`config.mk`:
```
export PLATFORM = sky130hd
export DESIGN_NAME = heater_hysteresis_min_on_off
export DESIGN_NICKNAME = d
export VERILOG_FILES = /design/src/sv/hhm_pkg.sv /design/src/sv/hhm_cfg_regs.sv /design/src/sv/hhm_step.sv /design/src/sv/heater_hysteresis_min_on_off.sv
export VERILOG_INCLUDE_DIRS = /design/src /design/src/sv
export SDC_FILE = /design/constraint.sdc
export NUM_CORES = 1
export LEC_CHECK = 0
export BUFFER_PORTS_ARGS = -buffer_cell sky130_fd_sc_hd__buf_4
export CAP_MARGIN = 20
export CELL_PAD_IN_SITES_DETAIL_PLACEMENT = 2
export CELL_PAD_IN_SITES_GLOBAL_PLACEMENT = 2
export CORE_ASPECT_RATIO = 0.9
export CORE_MARGIN = 4
export CORE_UTILIZATION = 34
export DETAILED_ROUTE_END_ITERATION = 10
export HOLD_SLACK_MARGIN = 0.05
export PLACE_DENSITY_LB_ADDON = 0.3
export SKIP_CTS_REPAIR_TIMING = 1
export SKIP_LAST_GASP = 1
export SLEW_MARGIN = 15
export SYNTH_ARGS = -nofsm -noshare
export SYNTH_HDL_FRONTEND = slang
export SYNTH_SLANG_ARGS = --single-unit
export TNS_END_PERCENT = 5
```
`constraint.sdc`:
```
create_clock -name aclk -period 4.55 [get_ports aclk]
set_clock_uncertainty 0.05 [all_clocks]
set_input_delay 0 -clock aclk [delete_from_list [all_inputs] [get_ports aclk]]
set_output_delay 0 -clock aclk [all_outputs]
set_load 0.02 [all_outputs]
```
`src/sv/heater_hysteresis_min_on_off_macros.svh`:
```
// assertion helpers for the heater controller
`ifndef HEATER_HYSTERESIS_MIN_ON_OFF_MACROS_SVH
`define HEATER_HYSTERESIS_MIN_ON_OFF_MACROS_SVH

// same-cycle implication, checked out of reset
`define HHM_ASSERT_NOW(lbl, clk, rstn, ante, cons) \
    lbl: assert property (@(posedge clk) disable iff (!(rstn)) (ante) |-> (cons)) \
        else $error("heater controller check failed");

// next-cycle implication, checked out of reset
`define HHM_ASSERT_NEXT(lbl, clk, rstn, ante, cons) \
    lbl: assert property (@(posedge clk) disable iff (!(rstn)) (ante) |=> (cons)) \
        else $error("heater controller check failed");

`endif

```
`src/sv/hhm_pkg.sv`:
```
`timescale 1ns / 1ps

package hhm_pkg;

    localparam int NUM_LEVELS_DEF = 10;
    localparam int CFG_IDX_W      = 3;
    localparam int CFG_DATA_W     = 8;

    // register indexes on the config port
    localparam logic [CFG_IDX_W-1:0] CFG_POWER_LEVEL = 3'd0;
    localparam logic [CFG_IDX_W-1:0] CFG_UP_BAND     = 3'd1;
    localparam logic [CFG_IDX_W-1:0] CFG_DOWN_BAND   = 3'd2;
    localparam logic [CFG_IDX_W-1:0] CFG_OVER_BAND   = 3'd3;
    localparam logic [CFG_IDX_W-1:0] CFG_UNDER_BAND  = 3'd4;
    localparam logic [CFG_IDX_W-1:0] CFG_MIN_OFF     = 3'd5;

    // register reset values
    localparam logic [3:0] RST_POWER_LEVEL = 4'd0;
    localparam logic [7:0] RST_UP_BAND     = 8'd3;
    localparam logic [7:0] RST_DOWN_BAND   = 8'd1;
    localparam logic [7:0] RST_OVER_BAND   = 8'd5;
    localparam logic [7:0] RST_UNDER_BAND  = 8'd0;
    localparam logic [7:0] RST_MIN_OFF     = 8'd30;

    localparam logic [8:0] PREHEAT_NEAR = 9'd4;
    localparam logic [3:0] PAUSE_LOAD   = 4'd10;
    localparam logic [2:0] START_DRIVE  = 3'd5;
    localparam logic [2:0] DRIVE_ON     = 3'd1;
    localparam logic [2:0] DRIVE_OFF    = 3'd0;
    localparam logic [7:0] SAT_MAX      = 8'd255;

    typedef enum logic [1:0] {
        PH_START    = 2'd0,
        PH_PREHEAT  = 2'd1,
        PH_REGULATE = 2'd2
    } phase_t;

    // settings seen by the control step
    typedef struct packed {
        logic [7:0] goal;
        logic [7:0] min_on;
        logic [7:0] up_band;
        logic [7:0] down_band;
        logic [7:0] over_band;
        logic [7:0] under_band;
        logic [7:0] min_off;
    } ctrl_cfg_t;

    function automatic logic [7:0] goal_lookup(input logic [3:0] idx);
        logic [7:0] g;
        case (idx)
            4'd0:    g = 8'd9;
            4'd1:    g = 8'd12;
            4'd2:    g = 8'd16;
            default: g = 8'd19;
        endcase
        return g;
    endfunction

    function automatic logic [7:0] min_on_lookup(input logic [3:0] idx);
        logic [7:0] m;
        case (idx)
            4'd0:    m = 8'd20;
            4'd1:    m = 8'd30;
            4'd2:    m = 8'd40;
            default: m = 8'd50;
        endcase
        return m;
    endfunction

endpackage

```
`src/sv/hhm_cfg_regs.sv`:
```
`timescale 1ns / 1ps

module hhm_cfg_regs
    import hhm_pkg::*;
#(
    parameter int NUM_LEVELS = NUM_LEVELS_DEF
) (
    input  logic                  aclk,
    input  logic                  aresetn,
    input  logic                  cfg_we,
    input  logic [CFG_IDX_W-1:0]  cfg_index,
    input  logic [CFG_DATA_W-1:0] cfg_wdata,
    output ctrl_cfg_t             cfg
);

    logic [3:0] power_level_reg;
    logic [7:0] up_band_reg;
    logic [7:0] down_band_reg;
    logic [7:0] over_band_reg;
    logic [7:0] under_band_reg;
    logic [7:0] min_off_reg;
    logic [3:0] level_idx;

    always_ff @(posedge aclk) begin
        if (!aresetn) begin
            power_level_reg <= RST_POWER_LEVEL;
            up_band_reg     <= RST_UP_BAND;
            down_band_reg   <= RST_DOWN_BAND;
            over_band_reg   <= RST_OVER_BAND;
            under_band_reg  <= RST_UNDER_BAND;
            min_off_reg     <= RST_MIN_OFF;
        end else if (cfg_we) begin
            unique case (cfg_index)
                CFG_POWER_LEVEL: power_level_reg <= cfg_wdata[3:0];
                CFG_UP_BAND:     up_band_reg     <= cfg_wdata;
                CFG_DOWN_BAND:   down_band_reg   <= cfg_wdata;
                CFG_OVER_BAND:   over_band_reg   <= cfg_wdata;
                CFG_UNDER_BAND:  under_band_reg  <= cfg_wdata;
                CFG_MIN_OFF:     min_off_reg     <= cfg_wdata;
                default: begin
                end
            endcase
        end
    end

    // out-of-range levels use the top table entry
    assign level_idx = ({1'b0, power_level_reg} >= 5'(NUM_LEVELS)) ?
                       4'(NUM_LEVELS - 1) : power_level_reg;

    assign cfg.goal       = goal_lookup(level_idx);
    assign cfg.min_on     = min_on_lookup(level_idx);
    assign cfg.up_band    = up_band_reg;
    assign cfg.down_band  = down_band_reg;
    assign cfg.over_band  = over_band_reg;
    assign cfg.under_band = under_band_reg;
    assign cfg.min_off    = min_off_reg;

endmodule

```
`src/sv/hhm_step.sv`:
```
`timescale 1ns / 1ps

module hhm_step
    import hhm_pkg::*;
(
    input  logic       aclk,
    input  logic       aresetn,
    input  logic       advance,
    input  logic [7:0] now_temp,
    input  logic       second_tick,
    input  ctrl_cfg_t  cfg,
    output logic [2:0] heat_level,
    output logic       heating_request,
    output logic [1:0] phase
);

    phase_t     phase_reg, phase_next;
    logic       heater_on_reg, heater_on_next;
    logic [7:0] on_sec_reg, on_sec_next;
    logic [7:0] off_sec_reg, off_sec_next;
    logic [3:0] pause_reg, pause_next;

    logic [7:0] on_mid, off_mid;
    logic [3:0] pause_mid;
    logic [2:0] level;
    logic [8:0] now9, goal9;
    logic       near_goal, above_over, below_under, below_down, above_up;
    logic       regulate_on;

    assign now9  = {1'b0, now_temp};
    assign goal9 = {1'b0, cfg.goal};

    // 9-bit compares, no wrap on the band limits
    assign near_goal   = (now9 + PREHEAT_NEAR) > goal9;
    assign above_over  = now9 > (goal9 + {1'b0, cfg.over_band});
    assign below_under = (now9 + {1'b0, cfg.under_band}) <= goal9;
    assign below_down  = now9 <= (goal9 + {1'b0, cfg.down_band});
    assign above_up    = now9 > (goal9 + {1'b0, cfg.up_band});

    always_comb begin
        if (above_over) begin
            regulate_on = 1'b0;
        end else if (below_under) begin
            regulate_on = 1'b1;
        end else if (!heater_on_reg) begin
            regulate_on = (off_sec_reg > cfg.min_off) && below_down;
        end else begin
            regulate_on = !((on_sec_reg > cfg.min_on) && above_up);
        end
    end

    always_comb begin
        phase_next     = phase_reg;
        heater_on_next = heater_on_reg;
        on_mid         = on_sec_reg;
        off_mid        = off_sec_reg;
        pause_mid      = pause_reg;
        level          = DRIVE_OFF;
        unique case (phase_reg)
            PH_START: begin
                phase_next = PH_PREHEAT;
                on_mid     = '0;
                off_mid    = '0;
                pause_mid  = '0;
                level      = START_DRIVE;
            end
            PH_PREHEAT: begin
                if (near_goal) begin
                    pause_mid      = PAUSE_LOAD;
                    heater_on_next = 1'b0;
                    phase_next     = PH_REGULATE;
                end else begin
                    level = DRIVE_ON;
                end
            end
            PH_REGULATE: begin
                heater_on_next = regulate_on;
                level          = regulate_on ? DRIVE_ON : DRIVE_OFF;
            end
            default: begin
                phase_next = PH_PREHEAT;
            end
        endcase

        pause_next = pause_mid;
        if (pause_mid != '0) begin
            if (second_tick) begin
                pause_next = pause_mid - 4'd1;
            end
            level = DRIVE_OFF;
        end

        if (heater_on_next) begin
            on_sec_next  = (second_tick && on_mid != SAT_MAX) ? on_mid + 8'd1 : on_mid;
            off_sec_next = '0;
        end else begin
            off_sec_next = (second_tick && off_mid != SAT_MAX) ? off_mid + 8'd1 : off_mid;
            on_sec_next  = '0;
        end
    end

    always_ff @(posedge aclk) begin
        if (!aresetn) begin
            phase_reg     <= PH_START;
            heater_on_reg <= 1'b0;
            on_sec_reg    <= '0;
            off_sec_reg   <= '0;
            pause_reg     <= '0;
        end else if (advance) begin
            phase_reg     <= phase_next;
            heater_on_reg <= heater_on_next;
            on_sec_reg    <= on_sec_next;
            off_sec_reg   <= off_sec_next;
            pause_reg     <= pause_next;
        end
    end

    assign heat_level      = level;
    assign heating_request = heater_on_next;
    assign phase           = phase_next;

endmodule

```
`src/sv/heater_hysteresis_min_on_off.sv`:
```
`timescale 1ns / 1ps

// bang-bang heater controller with hysteresis and minimum on/off times. every
// request (temperature reading plus one-second tick flag) gives exactly one
// result: drive level, heater-on flag and control phase. a request sits in an
// input register, the control step runs as plain compare logic, and the result
// is held in an output register until taken; throughput is one request per
// cycle while the result side is not stalled. the request is loaded into the
// input register at the accepting edge and its result into the output register
// when the step advances, which raises m_valid. a stalled result holds the step,
// so at most two requests are in flight. the power level selects a goal
// reading and minimum on-time from a fixed table; the config port takes
// writes at any time but should only be used while idle.

`include "heater_hysteresis_min_on_off_macros.svh"

module heater_hysteresis_min_on_off
    import hhm_pkg::*;
#(
    parameter int NUM_LEVELS = NUM_LEVELS_DEF
) (
    input  logic                  aclk,
    input  logic                  aresetn,
    // config write port
    input  logic                  cfg_we,
    input  logic [CFG_IDX_W-1:0]  cfg_index,
    input  logic [CFG_DATA_W-1:0] cfg_wdata,
    // request channel
    input  logic                  s_valid,
    output logic                  s_ready,
    input  logic [7:0]            s_now_temp,
    input  logic                  s_second_tick,
    // result channel
    output logic                  m_valid,
    input  logic                  m_ready,
    output logic [2:0]            m_heat_level,
    output logic                  m_heating_request,
    output logic [1:0]            m_phase
);

    ctrl_cfg_t  cfg;

    // input register
    logic       in_valid_reg;
    logic [7:0] now_temp_reg;
    logic       tick_reg;

    // output register
    logic       out_valid_reg;
    logic [2:0] heat_level_reg;
    logic       heating_request_reg;
    logic [1:0] phase_reg;

    // step results
    logic [2:0] step_level;
    logic       step_request;
    logic [1:0] step_phase;

    logic       advance;
    logic       s_accept;

    // terms for the checks below
    logic       start_out;
    logic       regulate_live;
    logic       live_on;
    logic       full_stall;
    logic       pipe_drained;

    // the held request moves on when the output slot is free or being emptied
    assign advance  = in_valid_reg && (!out_valid_reg || m_ready);
    assign s_ready  = !in_valid_reg || advance;
    assign s_accept = s_valid && s_ready;

    hhm_cfg_regs #(
        .NUM_LEVELS (NUM_LEVELS)
    ) u_cfg (
        .aclk      (aclk),
        .aresetn   (aresetn),
        .cfg_we    (cfg_we),
        .cfg_index (cfg_index),
        .cfg_wdata (cfg_wdata),
        .cfg       (cfg)
    );

    hhm_step u_step (
        .aclk            (aclk),
        .aresetn         (aresetn),
        .advance         (advance),
        .now_temp        (now_temp_reg),
        .second_tick     (tick_reg),
        .cfg             (cfg),
        .heat_level      (step_level),
        .heating_request (step_request),
        .phase           (step_phase)
    );

    // input register control
    always_ff @(posedge aclk) begin
        if (!aresetn) begin
            in_valid_reg <= 1'b0;
        end else if (s_accept) begin
            in_valid_reg <= 1'b1;
        end else if (advance) begin
            in_valid_reg <= 1'b0;
        end
    end

    // input payload, no reset needed
    always_ff @(posedge aclk) begin
        if (s_accept) begin
            now_temp_reg <= s_now_temp;
            tick_reg     <= s_second_tick;
        end
    end

    // output register control
    always_ff @(posedge aclk) begin
        if (!aresetn) begin
            out_valid_reg <= 1'b0;
        end else if (advance) begin
            out_valid_reg <= 1'b1;
        end else if (m_ready) begin
            out_valid_reg <= 1'b0;
        end
    end

    // result payload captured as the step state commits
    always_ff @(posedge aclk) begin
        if (advance) begin
            heat_level_reg      <= step_level;
            heating_request_reg <= step_request;
            phase_reg           <= step_phase;
        end
    end

    assign m_valid           = out_valid_reg;
    assign m_heat_level      = heat_level_reg;
    assign m_heating_request = heating_request_reg;
    assign m_phase           = phase_reg;

    assign start_out     = m_valid && m_heat_level == START_DRIVE;
    assign regulate_live = m_valid && m_phase == PH_REGULATE && m_heat_level != DRIVE_OFF;
    assign live_on       = m_heating_request && m_heat_level == DRIVE_ON;
    assign full_stall    = in_valid_reg && out_valid_reg && !m_ready;
    assign pipe_drained  = !in_valid_reg && (!out_valid_reg || m_ready);

    // start drive only ever leaves with the block entering preheat
    `HHM_ASSERT_NOW(a_start_drive_phase, aclk, aresetn, start_out, m_phase == PH_PREHEAT)

    // in regulate a live drive always matches the heater-on decision
    `HHM_ASSERT_NOW(a_regulate_drive, aclk, aresetn, regulate_live, live_on)

    // a full pipe with a stalled result must not take another request
    `HHM_ASSERT_NOW(a_full_stall, aclk, aresetn, full_stall, !s_ready)

    // a result handed on always comes from a held request
    `HHM_ASSERT_NEXT(a_result_source, aclk, aresetn, pipe_drained, !m_valid)

endmodule

```
==> results.cfg <==
[worst_setup_path]
r2r_setup_slack_ps = -150
r2r-start = u_cfg.power_level_reg[0]
cp.depth = 18
cp.arrival_ps = 4930
worstSetupPathType = reg -> reg
r2r_end = u_step.on_sec_reg[0]
crit_required_ps = 4780
critical_path_buf_inv_count = 1
worstPathCellList = or3_1, nor2_1, nor2_1, ha_2, fa_2, a21oi_2, o211ai_1, xnor2_1, ha_1, a21o_1, a221oi_2, a221o_1, a311oi_2, o32ai_2, a32oi_2, buf_12, or3_1, a21oi_2
startpoint = u_cfg.power_level_reg[0]
end_kind = register
critPathSlowestCell = o32ai_2
path_delay_family = compound AO/OA/AOI/OAI gates
crit_path_end = u_step.on_sec_reg[0]
startpoint_type = register
critPathMaxStageDelay_ps = 440
rr_worst_depth = 18
path_max_fanout = 12

[clock_tree]
clockBufferDepth = 2
htreeDepth = 3
cts_tree = done
clock_sinks = 83
numCtsBuffers = 9
clock_latency_ps = 350
clk_pin_slew_worst_paths_ps = 70
root_buffer = clkbuf_16

[yosys]
ys.warnings.count = 0
synth_compound_area_frac = 0.196
synthMuxAreaShare = 0.0162
synth_edf_count = 14
synth_xor_area_frac = 0.0369
syn_inst = 681
synth_adder_area_share = 0.185
yosys_register_bits = 83
netlist_area_um2 = 5700
synth.distinct_cells = 67
synthesis.nets = 788
ys_seq_area_frac = 0.316
syn_area_per_cell_um2 = 8.37
synth-simple-area-share = 0.211
ys.flop_type = dfxtp_1
synth_top_family_by_area = simple AND/OR/NAND/NOR gates
async_flop_share = 0

[sta]
max_freq_ghz = 0.213
tightest_slew_ps = 962
fin_crit_sh = 1.03
rsz0062_at_grt = true
holdWs_ps = 50.4
finalWorstSetupSlack_ps = -147
finalSetupViolCount = 15
slew_viol_final = 0
slew_headroom = 0.354
post-route-min-period_ps = 4700
hold_violations = 0

[global_routing]
grt_use_total = 0.212
antenna_found_initial = 0
grt_max_degree = 48
grt_overflow_total = 0
grt_pass1_vias = 5790
grt_first_pass_wirelength_um = 30900

[layout]
diodes = 0
drive_above_1_share = 0.127
fillCellCount = 1809
area_delta_synth_final_pct = 19.8
layout_commonest_cell = nand2_1
multiInputGateArea_um2 = 3750
nNetsFinal = 851
final_cells = 956
final_cell_mix = 112 x nand2_1, 77 x ha_1, 67 x dfxtp_1
register_area_um2 = 1800

[placed_design]
placed_cells = 915
place.gp.congestion = 0.843
place_hpwl_um = 15100
io_buffers = 31

[detailed_routing]
wl_per_cell_um = 20.7
initialDrtViolationCount = 177
wl_um = 19800
drcViolationCount = 0
dr.pass1.iters = 4
antenna_left = 0
viasPerCell = 5.58
via_count = 5339

[power_and_ir_drop]
ir_drop_mv = 0.174
switching_share = 0.307
seq_power_share = 0.426
clock_power_share = 0.379
comb_power_share = 0.195
p_leak_uw = 0.00279
p_int_uw = 1300
power_per_cell_area_nw_per_um2 = 275
p_sw_uw = 576
finalPower_uw = 1880

[status]
outcome = finished, violations left
violations = negative setup slack

[die]
fp.dieH_um = 131
rows = 44
fp.dieW_um = 144
core_um2 = 16300
initial_core_util = 0.350
io_pins = 33
die-area_um2 = 18900

[hold_path]
min_path_type = in -> reg

[run]
cap_violations = 0
synth_stat cells, types with 4 or more instances:
library cell | number | share of area
xnor2_1 | 15 | 0.023
a21o_1 | 8 | 0.011
clkbuf_1 | 16 | 0.011
nand2b_1 | 6 | 0.0066
nor2_1 | 47 | 0.031
dfxtp_1 | 69 | 0.24
mux2i_1 | 7 | 0.012
a31oi_1 | 7 | 0.0077
nor3_1 | 8 | 0.0070
o21ai_0 | 27 | 0.024
nor2b_1 | 16 | 0.018
fa_1 | 4 | 0.014
a211oi_1 | 9 | 0.012
a22oi_1 | 4 | 0.0053
or4_1 | 4 | 0.0053
a21oi_1 | 67 | 0.059
nand3_1 | 16 | 0.014
ha_1 | 78 | 0.17
inv_1 | 33 | 0.022
o21a_1 | 6 | 0.0079
edfxtp_1 | 14 | 0.074
o211ai_1 | 9 | 0.012
nand2_1 | 112 | 0.074
nand4_1 | 14 | 0.015
xor2_1 | 9 | 0.014
or3_1 | 8 | 0.0088
o21bai_1 | 6 | 0.0079
and3_1 | 7 | 0.0077
metal layers:
metal  vias to the layer above  part of all wire  track usage
met4                         0             0.019       0.0521
met1                      2660              0.48        0.277
met5                         -                 0            0
li1                       2586                 -            -
met2                        65              0.48        0.365
met3                        28             0.021       0.0342
worst reg2reg max path: stages, from the launching register on:
cell and delay [ps]:
dfxtp_1 350, or3_1 430, nor2_1 170, nor2_1 110, ha_2 210, fa_2 380, a21oi_2 170, o211ai_1 150
xnor2_1 250, ha_1 280, a21o_1 180, a221oi_2 260, a221o_1 240, a311oi_2 70, o32ai_2 440, a32oi_2 210
buf_12 180, or3_1 380, a21oi_2 140
power by group through the flow:
| stage | Clock [uW] | Sequential (uW) | Combinational (uW) |
|---|---|---|---|
| 2_1_floorplan | 0 | 806 | 215 |
| 3_3_place_gp | 0 | 814 | 310 |
| 3_5_place_dp | 0 | 816 | 338 |
| 4_1_cts | 737 | 799 | 342 |
| 5_1_grt | 763 | 803 | 410 |
| 6_report | 712 | 800 | 367 |
area by class of cell:
class / count / share of cell area
inverter: 34 / 0.0187
tap: 207 / 0.0379
sequential: 83 / 0.264
multi-input combinational: 544 / 0.549
clock inverter: 6 / 0.00733
timing repair buffer: 72 / 0.0887
clock buffer: 10 / 0.0335
logic make-up after synthesis:
family | count (synthesis)
AO/OA/AOI/OAI | 175
flip-flops | 83
other | 1
buffers and inverters | 54
multiplexers | 9
XOR/XNOR | 24
AND/OR/NAND/NOR | 253
adder cells (fa/ha/maj) | 82
worst min-delay path by stage:
stage,depth (start not counted),slack (ps),end,startpoint
finish,4,50,u_cfg.min_off_reg[0],cfg_index[0]
global route,4,90,u_cfg.up_band_reg[5],cfg_index[2]
CTS,1,-240,tick_reg,s_second_tick
global placement,1,130,tick_reg,s_second_tick
floorplan,0,50,now_temp_reg[0],s_now_temp[0]
detailed placement,1,130,now_temp_reg[2],s_now_temp[2]
per-stage QoR:
step,worst slack [ps],utilization,TNS [ps],instance area (um2)
5_1_grt,-316,0.419,-4540,6830
3_3_place_gp,149,0.383,0,6240
3_5_place_dp,-199,0.383,-2350,6240
4_1_cts,-243,0.400,-3040,6520
2_1_floorplan,80.6,-,0,5700
6_report,-147,0.419,-1700,6830
Note: power is estimated with default switching activity, not from simulation.
